<file path="config.mk">
export PLATFORM = sky130hd
export DESIGN_NAME = mesh3d_neighbor_list
export DESIGN_NICKNAME = d
export VERILOG_FILES = /design/src/rtl/m3nl_pkg.sv /design/src/rtl/mesh3d_neighbor_list.sv
export VERILOG_INCLUDE_DIRS = /design/src /design/src/rtl
export SDC_FILE = /design/constraint.sdc
export NUM_CORES = 1
export LEC_CHECK = 0
export BUFFER_PORTS_ARGS = -buffer_cell sky130_fd_sc_hd__buf_2
export CAP_MARGIN = 20
export CORE_UTILIZATION = 42
export CTS_BUF_LIST = sky130_fd_sc_hd__clkbuf_4 sky130_fd_sc_hd__clkbuf_8 sky130_fd_sc_hd__clkbuf_16
export DETAILED_ROUTE_END_ITERATION = 8
export MAX_ROUTING_LAYER = met4
export PLACE_DENSITY = 0.65
export SLEW_MARGIN = 0
export SYNTH_ARGS = -nofsm -noshare
export SYNTH_HDL_FRONTEND = slang
export SYNTH_SLANG_ARGS = --single-unit
</file>
<file path="constraint.sdc">
create_clock -name clk -period 9.5 [get_ports clk]
set_clock_uncertainty 0.05 [all_clocks]
set_input_delay 2.375 -clock clk [delete_from_list [all_inputs] [get_ports clk]]
set_output_delay 2.375 -clock clk [all_outputs]
set_load 0.01 [all_outputs]
</file>
<file path="src/rtl/mesh3d_neighbor_list_assert.svh">
// Assertion macros for the 3-D mesh neighbour list block.
`ifndef MESH3D_NEIGHBOR_LIST_ASSERT_SVH
`define MESH3D_NEIGHBOR_LIST_ASSERT_SVH

// Same-cycle implication, sampled on clk, off during rst.
`define M3NL_ASSERT_IMP(lbl, ante, cons, msg) \
  lbl: assert property (@(posedge clk) disable iff (rst) (ante) |-> (cons)) else $error(msg);

// Next-cycle implication, sampled on clk, off during rst.
`define M3NL_ASSERT_NXT(lbl, ante, cons, msg) \
  lbl: assert property (@(posedge clk) disable iff (rst) (ante) |=> (cons)) else $error(msg);

`endif

</file>
<file path="src/rtl/m3nl_pkg.sv">
// Package: types, constants and divider step for the 3-D mesh neighbour list.
`default_nettype none

package m3nl_pkg;

  localparam int unsigned ID_W      = 12;   // node number width
  localparam int unsigned CNT_W     = 13;   // node count register width
  localparam int unsigned EDGE_W    = 5;    // edge register width
  localparam int unsigned SQ_W      = 10;   // edge squared
  localparam int unsigned NUM_DIRS  = 6;
  localparam int unsigned DIV_BITS  = 4;    // quotient bits resolved per stage
  localparam int unsigned DIV_STAGES = 6;   // two 12-bit divisions
  localparam int unsigned NUM_STAGES = 8;   // divider stages, candidates, packing

  localparam logic [2:0] MAX_COUNT = 3'd6;

  // Configuration register indexes
  localparam logic [0:0] REG_NODE_COUNT = 1'b0;
  localparam logic [0:0] REG_EDGE_WIDTH = 1'b1;

  // Divider stage word: quo shifts the dividend out and the quotient in
  typedef struct packed {
    logic [ID_W-1:0]   id;
    logic              bad;
    logic [EDGE_W-1:0] z;
    logic [ID_W-1:0]   quo;
    logic [EDGE_W-1:0] rem;
  } div_t;

  typedef struct packed {
    logic                          bad;
    logic [NUM_DIRS-1:0]           keep;
    logic [NUM_DIRS-1:0][ID_W-1:0] idx;
  } cand_t;

  typedef struct packed {
    logic                          bad;
    logic [2:0]                    count;
    logic [NUM_DIRS-1:0][ID_W-1:0] nb;
  } out_t;

  // DIV_BITS restoring division steps by w (w >= 1)
  function automatic div_t div_steps(div_t d, logic [EDGE_W-1:0] w);
    logic [EDGE_W:0] part;
    div_t            res;
    res = d;
    for (int k = 0; k < DIV_BITS; k++) begin
      part    = {res.rem, res.quo[ID_W-1]};
      res.quo = {res.quo[ID_W-2:0], 1'b0};
      if (part >= {1'b0, w}) begin
        part       = part - {1'b0, w};
        res.quo[0] = 1'b1;
      end
      res.rem = part[EDGE_W-1:0];
    end
    return res;
  endfunction

endpackage

`default_nettype wire

</file>
<file path="src/rtl/mesh3d_neighbor_list.sv">
// Top level: 3-D mesh face-neighbour lookup, pipelined, one query per cycle unless m_axis stalls.
//
//  channel   | dir | handshake                        | payload
//  ----------+-----+----------------------------------+---------------------------------------
//  s_axis    | in  | s_axis_tvalid / s_axis_tready    | tdata[11:0] node_id
//  m_axis    | out | m_axis_tvalid / m_axis_tready    | tdata[74:0] count, neighbour 0..5;
//            |     |                                  | tuser[0] bad_node
//  cfg       | in  | cfg_valid / cfg_ready            | cfg_index, cfg_data
//
//  One word accepted per cycle while a stall on m_axis does not hold the pipeline.
//  Six divider stages (4 quotient bits each: id / w, then (id / w) / w) set the depth,
//  then one stage for the candidates and one for packing into the output register.
//  Each stage has its own valid bit and moves when the stage after it is free, so
//  bubbles close up and a stall on m_axis backs up without loss or repetition.
//  Synchronous reset clears the valid bits and sets node_count and edge to 1.
//  cfg_ready is always high; writes are expected only while the pipeline is empty.
`default_nettype none

module mesh3d_neighbor_list #(
  parameter int unsigned MAX_NODES = 4096
) (
  input  wire logic        clk,
  input  wire logic        rst,
  // config write
  input  wire logic        cfg_valid,
  output logic             cfg_ready,
  input  wire logic [0:0]  cfg_index,
  input  wire logic [12:0] cfg_data,
  // query in
  input  wire logic        s_axis_tvalid,
  output logic             s_axis_tready,
  input  wire logic [15:0] s_axis_tdata,   // [11:0] node_id
  // result out
  output logic             m_axis_tvalid,
  input  wire logic        m_axis_tready,
  output logic [79:0]      m_axis_tdata,   // [2:0] neighbor_count, [14:3] neighbor_0,
                                           // [26:15] neighbor_1, [38:27] neighbor_2,
                                           // [50:39] neighbor_3, [62:51] neighbor_4,
                                           // [74:63] neighbor_5
  output logic [0:0]       m_axis_tuser    // [0] bad_node
);

  localparam int unsigned ID_W   = m3nl_pkg::ID_W;
  localparam int unsigned CNT_W  = m3nl_pkg::CNT_W;
  localparam int unsigned EDGE_W = m3nl_pkg::EDGE_W;
  localparam int unsigned SQ_W   = m3nl_pkg::SQ_W;
  localparam int unsigned NDIR   = m3nl_pkg::NUM_DIRS;
  localparam int unsigned NST    = m3nl_pkg::NUM_STAGES;
  localparam int unsigned NDIV   = m3nl_pkg::DIV_STAGES;
  // node count is capped at MAX_NODES; the register cannot exceed 2^13-1 anyway
  localparam int unsigned CNT_MAX = (1 << CNT_W) - 1;
  localparam int unsigned LIM_CAP = (MAX_NODES > CNT_MAX) ? CNT_MAX : MAX_NODES;
  localparam int unsigned CAND_W  = ID_W + 1;

  // ---------------------------------------------------------------------------
  // Configuration: stored already cleaned up (limit capped, zero edge read as 1)
  // ---------------------------------------------------------------------------
  logic [CNT_W-1:0]  limit;
  logic [EDGE_W-1:0] edge_w;
  logic [SQ_W-1:0]   edge_sq;
  logic [EDGE_W-1:0] edge_wr;
  logic [2*EDGE_W-1:0] sq_wr;

  assign cfg_ready = 1'b1;
  assign edge_wr   = (cfg_data[EDGE_W-1:0] == '0) ? EDGE_W'(1) : cfg_data[EDGE_W-1:0];
  assign sq_wr     = edge_wr * edge_wr;

  always_ff @(posedge clk) begin
    if (rst) begin
      limit   <= CNT_W'(1);
      edge_w  <= EDGE_W'(1);
      edge_sq <= SQ_W'(1);
    end else if (cfg_valid && cfg_ready) begin
      unique case (cfg_index)
        m3nl_pkg::REG_NODE_COUNT: begin
          limit <= (cfg_data > CNT_W'(LIM_CAP)) ? CNT_W'(LIM_CAP) : cfg_data;
        end
        m3nl_pkg::REG_EDGE_WIDTH: begin
          edge_w  <= edge_wr;
          edge_sq <= sq_wr[SQ_W-1:0];
        end
      endcase
    end
  end

  // ---------------------------------------------------------------------------
  // Pipeline control: stage i moves when empty or when stage i+1 moves
  // ---------------------------------------------------------------------------
  logic [NST-1:0] vld;
  logic [NST-1:0] vld_in;
  logic [NST-1:0] en;

  always_comb begin
    en[NST-1] = !vld[NST-1] || m_axis_tready;
    for (int i = NST - 2; i >= 0; i--) begin
      en[i] = !vld[i] || en[i+1];
    end
  end

  assign vld_in        = {vld[NST-2:0], s_axis_tvalid};
  assign s_axis_tready = en[0];

  always_ff @(posedge clk) begin
    if (rst) begin
      vld <= '0;
    end else begin
      for (int i = 0; i < NST; i++) begin
        if (en[i]) vld[i] <= vld_in[i];
      end
    end
  end

  // ---------------------------------------------------------------------------
  // Stages 0..5: id / w (gives z), then (id / w) / w (gives x and y)
  // ---------------------------------------------------------------------------
  m3nl_pkg::div_t dv      [NDIV];
  m3nl_pkg::div_t dv_next [NDIV];
  m3nl_pkg::div_t seed_a;
  m3nl_pkg::div_t seed_b;
  logic [ID_W-1:0] in_id;

  assign in_id = s_axis_tdata[ID_W-1:0];

  always_comb begin
    seed_a.id  = in_id;
    seed_a.bad = ({1'b0, in_id} >= limit);
    seed_a.z   = '0;
    seed_a.quo = in_id;
    seed_a.rem = '0;

    // second division starts from the first quotient; its remainder is z
    seed_b     = dv[2];
    seed_b.z   = dv[2].rem;
    seed_b.rem = '0;

    dv_next[0] = m3nl_pkg::div_steps(seed_a, edge_w);
    dv_next[1] = m3nl_pkg::div_steps(dv[0], edge_w);
    dv_next[2] = m3nl_pkg::div_steps(dv[1], edge_w);
    dv_next[3] = m3nl_pkg::div_steps(seed_b, edge_w);
    dv_next[4] = m3nl_pkg::div_steps(dv[3], edge_w);
    dv_next[5] = m3nl_pkg::div_steps(dv[4], edge_w);
  end

  always_ff @(posedge clk) begin
    for (int i = 0; i < NDIV; i++) begin
      if (en[i]) dv[i] <= dv_next[i];
    end
  end

  // ---------------------------------------------------------------------------
  // Stage 6: candidates in order x-1, y-1, z-1, x+1, y+1, z+1.
  // Only the changed coordinate and the linear index are tested; x may sit at
  // or above the edge when node_count exceeds edge cubed.
  // ---------------------------------------------------------------------------
  m3nl_pkg::cand_t cd;
  m3nl_pkg::cand_t cd_next;
  logic [ID_W-1:0]   cx;
  logic [EDGE_W-1:0] cy;
  logic [EDGE_W-1:0] cz;
  logic [ID_W-1:0]   cid;
  logic [CAND_W-1:0] up_x, up_y, up_z;
  logic [CAND_W-1:0] dn_x, dn_y, dn_z;
  logic [NDIR-1:0]   keep;

  assign cx  = dv[NDIV-1].quo;
  assign cy  = dv[NDIV-1].rem;
  assign cz  = dv[NDIV-1].z;
  assign cid = dv[NDIV-1].id;

  always_comb begin
    dn_x = {1'b0, cid} - CAND_W'(edge_sq);
    dn_y = {1'b0, cid} - CAND_W'(edge_w);
    dn_z = {1'b0, cid} - CAND_W'(1);
    up_x = {1'b0, cid} + CAND_W'(edge_sq);
    up_y = {1'b0, cid} + CAND_W'(edge_w);
    up_z = {1'b0, cid} + CAND_W'(1);

    keep[0] = (cx != '0) && (cx <= ID_W'(edge_w));
    keep[1] = (cy != '0);
    keep[2] = (cz != '0);
    keep[3] = (({1'b0, cx} + CAND_W'(1)) < CAND_W'(edge_w)) && (up_x < CAND_W'(limit));
    keep[4] = (({1'b0, cy} + (EDGE_W+1)'(1)) < {1'b0, edge_w}) && (up_y < CAND_W'(limit));
    keep[5] = (({1'b0, cz} + (EDGE_W+1)'(1)) < {1'b0, edge_w}) && (up_z < CAND_W'(limit));

    cd_next.bad    = dv[NDIV-1].bad;
    cd_next.keep   = dv[NDIV-1].bad ? '0 : keep;
    cd_next.idx[0] = dn_x[ID_W-1:0];
    cd_next.idx[1] = dn_y[ID_W-1:0];
    cd_next.idx[2] = dn_z[ID_W-1:0];
    cd_next.idx[3] = up_x[ID_W-1:0];
    cd_next.idx[4] = up_y[ID_W-1:0];
    cd_next.idx[5] = up_z[ID_W-1:0];
  end

  always_ff @(posedge clk) begin
    if (en[NDIV]) cd <= cd_next;
  end

  // ---------------------------------------------------------------------------
  // Stage 7: pack kept candidates from slot 0; this is the output register
  // ---------------------------------------------------------------------------
  m3nl_pkg::out_t ob;
  m3nl_pkg::out_t ob_next;
  logic [2:0]     slot;

  always_comb begin
    slot        = '0;
    ob_next.bad = cd.bad;
    ob_next.nb  = '0;
    for (int d = 0; d < NDIR; d++) begin
      if (cd.keep[d]) begin
        ob_next.nb[slot] = cd.idx[d];
        slot             = slot + 3'd1;
      end
    end
    ob_next.count = slot;
  end

  always_ff @(posedge clk) begin
    if (en[NST-1]) ob <= ob_next;
  end

  assign m_axis_tvalid = vld[NST-1];
  assign m_axis_tdata  = {5'b0, ob.nb, ob.count};
  assign m_axis_tuser  = ob.bad;

  // ---------------------------------------------------------------------------
  // Checks
  // ---------------------------------------------------------------------------
  `include "mesh3d_neighbor_list_assert.svh"

  `M3NL_ASSERT_IMP(a_bad_no_cand, vld[NDIV] && cd.bad, cd.keep == '0, "bad node kept a candidate")
  `M3NL_ASSERT_IMP(a_bad_empty, vld[NST-1] && ob.bad, ob.count == 3'd0, "bad node with neighbours")
  `M3NL_ASSERT_IMP(a_count_max, vld[NST-1], ob.count <= m3nl_pkg::MAX_COUNT, "count above six")
  `M3NL_ASSERT_NXT(a_cand_hold, vld[NDIV] && !en[NDIV], vld[NDIV] && $stable(cd), "stalled word lost")

endmodule

`default_nettype wire

</file>
==> impl_metrics.env, run 1 <==
export IMPL_die_h_um=236.7
export IMPL_avgSynthCellArea_um2=10.64
export IMPL_max_cap_violations=0
export IMPL_yosys_warnings=0
export IMPL_max_clock_freq_mhz=124.3
export IMPL_async_flop_share_pct=0
export IMPL_cts_sinks=368
export IMPL_drc=0
export IMPL_track_usage_pct=20.32
export IMPL_die_w_um=236.7
export IMPL_synth_area_um2=23140
export IMPL_drive_gt1_share_pct=11.51
export IMPL_cts_buffers=42
export IMPL_slew_viol_final=0
export IMPL_totalWireLength_um=55340
export IMPL_worst_ep_arrival_time_ns=8.30
export IMPL_fin_nets=2574
export IMPL_p_leak_nw=10.76
export IMPL_ant_nets=0
export IMPL_seq_area_um2=10710
export IMPL_drtPass1Iterations=8
export IMPL_synth_edf_count=334
export IMPL_tightest_slew_ns=0.9681
export IMPL_tns_ns=0
export IMPL_grt_pass1_vias=16280
export IMPL_synth_seq_area_share_pct=46.29
export IMPL_hold_slack_ns=0.3600
export IMPL_cpMaxStageDelayCell="o21ai_0"
export IMPL_cp_required_ns=9.75
export IMPL_p_per_area_nw_per_um2=410.0
export IMPL_startpoint_type="flip-flop"
export IMPL_post_cts_buffers=0
export IMPL_end_kind="flip-flop"
export IMPL_final_util_pct=47.92
export IMPL_wire_per_inst_um=18.39
export IMPL_finalHoldViolCount=0
export IMPL_routed_via_density=5.512
export IMPL_final_min_clock_period_ns=8.047
export IMPL_final_cell_mix="334 x edfxtp_1, 234 x ha_1, 194 x nand2_1"
export IMPL_grt_overflow=0
export IMPL_critPathMostFrequentCell="a21oi_1"
export IMPL_place_hpwl_um=41500
export IMPL_synthToLayoutAreaGrowth_pct=12.12
export IMPL_pin_count=119
export IMPL_cts_tree="yes"
export IMPL_die_area_um2=56030
export IMPL_grt_max_degree=77
export IMPL_clock_tree_root_cell="clkbuf_16"
export IMPL_io_buffers=108
export IMPL_synth_cell_types=84
export IMPL_relSlewSlack_pct=35.46
export IMPL_postCtsHoldBufs=0
export IMPL_via_count=16590
export IMPL_ir_drop_v=0.0003132
export IMPL_critPathKind="flip-flop to flip-flop"
export IMPL_clock_path_buffers=3
export IMPL_rows=85
export IMPL_status="finished, final reports clean"
export IMPL_clk_latency_ns=0.57
export IMPL_grt_pass1_wl_um=87890
export IMPL_n_fill_cell=4889
export IMPL_core_um2=54130
export IMPL_netlist_instances=2174
export IMPL_final_common_cell="edfxtp_1"
export IMPL_antenna_found_initial=1
export IMPL_timing_final_ws_setup_ns=1.453
export IMPL_max_stage_delay_ns=0.54
export IMPL_start_util_pct=42.74
export IMPL_setup_viol=0
export IMPL_place_gp_congestion=0.9335
export IMPL_h_tree_depth=2
export IMPL_critPathMaxFanout=13
export IMPL_first_iter_violations=1301
export IMPL_multi_input_area_um2=11450
export IMPL_pre_cts_slack_ns=1.091
export IMPL_rsz0062_at_grt="false"
export IMPL_hp_class="flip-flop to flip-flop"
export IMPL_ys_seq_elements=368
export IMPL_clkTransAtPathRegs_ns=0.06
export IMPL_period_share_pct=84.70
export IMPL_synth_ff_type="edfxtp_1"
export IMPL_cts_resized=0
==> through the flow <==
stage | cell area (µm²) | power, W | instances
floorplan | 23150 | 0.007662 | 2178
global placement | 24420 | 0.008606 | 2928
detailed placement | 24430 | 0.008870 | 2929
CTS | 25930 | 0.01067 | 3007
global route | 25940 | 0.01153 | 3008
finish | 25940 | 0.01063 | 3009
==> worst paths after layout <==
check,startpoint,end,slack (ns),depth (start not counted)
worst min-delay path,dv[4][27]$_DFFE_PP_,dv[5][27]$_DFFE_PP_,0.36,0
worst max register to register,edge_w[0]$_SDFFE_PP1P_,dv[2][3]$_DFFE_PP_,1.45,34
worst min register to register,dv[4][27]$_DFFE_PP_,dv[5][27]$_DFFE_PP_,0.36,0
worst max-delay path,edge_w[0]$_SDFFE_PP1P_,dv[2][3]$_DFFE_PP_,1.45,34
==> Yosys cell counts, types with 4 or more instances <==
cell	n	share of area, %
and3_1	18	0.49
o211a_1	4	0.17
a21boi_0	8	0.26
o21ai_0	180	3.9
o31ai_1	5	0.16
nor2b_1	38	1.0
a22oi_1	26	0.84
mux2i_1	23	1.0
a211oi_1	9	0.29
xor2_1	47	1.8
edfxtp_1	334	43
nor4_1	9	0.24
nand2_1	194	3.1
dfxtp_1	34	2.9
a222oi_1	21	0.91
mux2_4	5	0.32
nor2_1	113	1.8
and2_1	21	0.57
xnor2_1	83	3.1
clkbuf_1	66	1.1
inv_1	172	2.8
buf_4	7	0.23
o211ai_1	7	0.23
o2111ai_1	4	0.15
or3_1	7	0.19
nor3b_1	10	0.32
nand3_1	66	1.4
o21a_1	20	0.65
a21oi_1	127	2.7
nor3_1	29	0.63
nand3b_1	8	0.26
a31oi_1	14	0.38
mux2_2	23	1.1
nand2b_1	17	0.46
a21o_1	50	1.6
ha_1	234	13
fa_1	28	2.4
nand4_1	21	0.57
o22ai_1	5	0.14
o21bai_1	7	0.23
a221o_1	14	0.61
==> layer usage <==
layer	vias to the layer above	part of all wire, %	track usage (%)
met1	7876	45	26.05
met3	103	4.8	2.588
met2	455	47	33.05
li1	8152	-	-
met5	-	0	-
met4	0	2.9	7.222
==> flip-flops by register name (all words and copies together) (netlist names) <==
name / count
limit: 13
vld: 8
m_axis_tdata: 75
edge_w: 5
m_axis_tuser: 1
cd: 75
edge_sq: 8
dv: 183
==> worst max-delay path: cells and delay by family (launching register included) <==
kind                     cells  cell delay (ns)
AO/OA/AOI/OAI               16             3.08
adder cells (fa/ha/maj)      5             1.74
buffers and inverters        5             0.68
flip-flops                   1             0.33
multiplexers                 3             0.97
AND/OR/NAND/NOR              5             0.90
==> layout make-up <==
type,instances,area share [%]
inverters,176,2.556
flip-flops and latches,368,41.29
clock buffers,51,4.452
well taps,696,3.357
clock inverters,27,1.346
diodes,2,0.01929
repair buffers,134,2.836
multi-input cells,1555,44.14
==> power by group <==
part	switching (W)	total (W)	internal, W	leakage, nW
sequential	0.000206	0.00263	0.00242	3.85
clock	0.000668	0.00174	0.00107	0.748
combinational	0.00336	0.00627	0.00291	6.16
==> cell families after synthesis <==
group           count (synthesis)  share of synthesized area [%]
compound gates                537                          15.00
xor+xnor                      130                          4.921
fa+ha+maj                     262                          15.08
buf+inv                       255                          4.278
flops                         368                          46.29
mux                            53                          2.585
other cells                     2                        0.03246
simple gates                  567                          11.81
No activity file was read; power rests on OpenSTA's default activity.
==> run 2: changes to the inputs <==
--- a/config.mk
+++ b/config.mk
@@ -6,6 +6,7 @@
 export SDC_FILE = /design/constraint.sdc
 export NUM_CORES = 1
 export LEC_CHECK = 0
+export ABC_AREA = 1
 export BUFFER_PORTS_ARGS = -buffer_cell sky130_fd_sc_hd__buf_2
 export CAP_MARGIN = 20
 export CORE_UTILIZATION = 42
==> constraint.sdc (replaced) <==
create_clock -name clk -period 8.4 [get_ports clk]
set_clock_uncertainty 0.05 [all_clocks]
set_input_delay 2.1 -clock clk [delete_from_list [all_inputs] [get_ports clk]]
set_output_delay 2.1 -clock clk [all_outputs]
set_load 0.01 [all_outputs]
==> run 2 against run 1 <==
Effect of this change:
- register-to-register slack improved by 0.13 ns
- cell count increased by 17%
- sequential share of layout area decreased by 1.6 points
- synthesized cell count increased by 21%
- hold slack about the same
- final area increased by 3.9%
- largest cell class unchanged
- highest routed layer unchanged
==> impl_metrics.env, run 2 <==
export IMPL_status="finished, final reports clean"
export IMPL_die_w_um=242.6
export IMPL_clock_tree_root_cell="clkbuf_16"
export IMPL_first_iter_violations=1175
export IMPL_startpoint_type="primary input"
export IMPL_synth_ff_type="edfxtp_1"
export IMPL_place_gp_congestion=0.9422
export IMPL_drc=0
export IMPL_cts_tree="yes"
export IMPL_setup_viol=0
export IMPL_reg2reg_depth=31
export IMPL_ant_nets=0
export IMPL_synth_most_common_cell="nand2_1"
export IMPL_multi_input_area_um2=11890
export IMPL_end_kind="flip-flop"
export IMPL_core_um2=56820
export IMPL_grt_pass1_vias=18250
export IMPL_synthToLayoutAreaGrowth_pct=10.91
export IMPL_n_fill_cell=5330
export IMPL_h_tree_depth=2
export IMPL_drive_gt1_share_pct=11.42
export IMPL_tightest_slew_ns=1.015
export IMPL_io_buffers=108
export IMPL_synth_edf_count=334
export IMPL_crit_path_start="s_axis_tdata[11]"
export IMPL_antenna_found_initial=1
export IMPL_netlist_top_cell_by_area="edfxtp_1"
export IMPL_fin_nets=3035
export IMPL_ys_seq_elements=368
export IMPL_seq_area_um2=10710
export IMPL_track_usage_pct=20.13
export IMPL_via_count=18600
export IMPL_grt_max_degree=77
export IMPL_rows=87
export IMPL_worst_ep_arrival_time_ns=7.56
export IMPL_yosys_top_cells_count="550 x nand2_1, 361 x inv_1, 334 x edfxtp_1"
export IMPL_period_share_pct=86.81
export IMPL_pin_count=119
export IMPL_totalWireLength_um=58430
export IMPL_synthTopCellsByArea="edfxtp_1 41%, ha_1 12%, nand2_1 8.5%"
export IMPL_cp_top_family="compound AO/OA/AOI/OAI gates"
export IMPL_critPathKind="primary input to flip-flop"
export IMPL_relSlewSlack_pct=32.28
export IMPL_wire_per_inst_um=16.57
export IMPL_final_min_clock_period_ns=7.292
export IMPL_die_h_um=242.6
export IMPL_critPathMaxFanout=10
export IMPL_slew_viol_final=0
export IMPL_tns_ns=0
export IMPL_routed_via_density=5.277
export IMPL_synth_seq_area_share_pct=44.06
export IMPL_timing_rr_start="edge_w[2]$_SDFFE_PP0P_"
export IMPL_post_cts_buffers=0
export IMPL_ff2ff_setup_slack_ns=1.58
export IMPL_cts_resized=0
export IMPL_synth_cell_types=65
export IMPL_largest_reg_flops=183
export IMPL_cp_required_ns=8.67
export IMPL_max_cap_violations=0
export IMPL_final_common_cell="nand2_1"
export IMPL_cpMaxStageDelayCell="fa_1"
export IMPL_max_stage_delay_ns=0.48
export IMPL_yosys_warnings=0
export IMPL_netlist_instances=2639
export IMPL_drtPass1Iterations=5
export IMPL_path_depth=31
export IMPL_cts_buffers=40
export IMPL_r2r_end="dv[1][1]$_DFFE_PP_"
export IMPL_synth_area_um2=24310
export IMPL_hp_class="flip-flop to flip-flop"
export IMPL_rsz0062_at_grt="false"
export IMPL_finalHoldViolCount=0
export IMPL_grt_pass1_wl_um=93020
export IMPL_critPathBufInv=6
export IMPL_die_area_um2=58840
export IMPL_place_hpwl_um=44520
export IMPL_clk_latency_ns=0.57
export IMPL_max_clock_freq_mhz=137.1
export IMPL_cts_sinks=368
export IMPL_start_util_pct=42.78
export IMPL_final_cell_mix="547 x nand2_1, 358 x inv_1, 334 x edfxtp_1"
export IMPL_avgSynthCellArea_um2=9.210
export IMPL_critPathMostFrequentCell="nand2_1"
export IMPL_grt_overflow=0
export IMPL_yosysTopAreaCellShare_pct=41.26
export IMPL_clkTransAtPathRegs_ns=0.06
export IMPL_postCtsHoldBufs=0
export IMPL_cp_endpoint="dv[0][2]$_DFFE_PP_"
export IMPL_clock_path_buffers=3
export IMPL_async_flop_share_pct=0
export IMPL_regMostFlops="dv"
[run 2: worst reg2reg max path, delay by kind of cell, from the launching register on]
family | cells | cell delay [ns]
adders and majority gates | 4 | 1.97
AOI/OAI and AO/OA | 6 | 1.28
and+or+nand+nor | 18 | 2.17
buffers and inverters | 3 | 0.63
DFF | 1 | 0.49
[run 2: cells by family after synthesis]
family | count (synthesis) | share of synthesized area [%]
AOI/OAI and AO/OA | 512 | 12.59
xor gates and xnor gates | 128 | 4.767
DFF | 368 | 44.06
adders and majority gates | 262 | 14.35
other | 2 | 0.03090
buffers and inverters | 448 | 7.248
and+or+nand+nor | 919 | 16.95
[run 2: how the worst min path moves through the flow]
stage,start,endpoint,slack (ns),depth (start not counted)
floorplan,dv[0][6]$_DFFE_PP_,dv[1][10]$_DFFE_PP_,0.35,0
detailed placement,dv[1][29]$_DFFE_PP_,dv[2][29]$_DFFE_PP_,0.35,0
CTS,dv[3][22]$_DFFE_PP_,dv[4][22]$_DFFE_PP_,0.36,0
global route,dv[2][6]$_DFFE_PP_,dv[3][10]$_DFFE_PP_,0.37,0
finish,dv[4][26]$_DFFE_PP_,dv[5][26]$_DFFE_PP_,0.36,0
global placement,dv[4][21]$_DFFE_PP_,dv[5][21]$_DFFE_PP_,0.35,0
[run 2: per-layer routing]
| layer | GRT usage [%] | share of wire [%] |
|---|---|---|
| met1 | 25.25 | 45 |
| met2 | 33.44 | 47 |
| met3 | 2.758 | 4.7 |
| met4 | 6.534 | 2.9 |
| met5 | - | 0 |
[run 2: final cells by class]
type | count | area share, %
Clock inverter | 24 | 0.9515
Antenna cell | 1 | 0.009282
Clock buffer | 48 | 4.001
Inverter | 379 | 5.305
Tap cell | 756 | 3.509
Multi-Input combinational cell | 1827 | 44.10
Sequential cell | 368 | 39.73
Timing Repair Buffer | 122 | 2.395
[run 2: metrics by stage]
stage                     hold slack (ns)  instance area (µm²)  instances  setup slack (ns)  util [%]
after floorplan                    0.3503                24370       2643          0.007547         -
after global placement             0.3513                25620       3452            0.7231     45.09
after detailed placement           0.3545                25620       3452            0.5326     45.09
after CTS                          0.3608                26960       3524             1.129     47.44
after global routing               0.3664                26960       3525            0.6710     47.44
final                              0.3604                26960       3525             1.108     47.44
Power of run 2 is not shown: default switching activity piles up to over one toggle a cycle in this logic, so the estimate is an artifact.
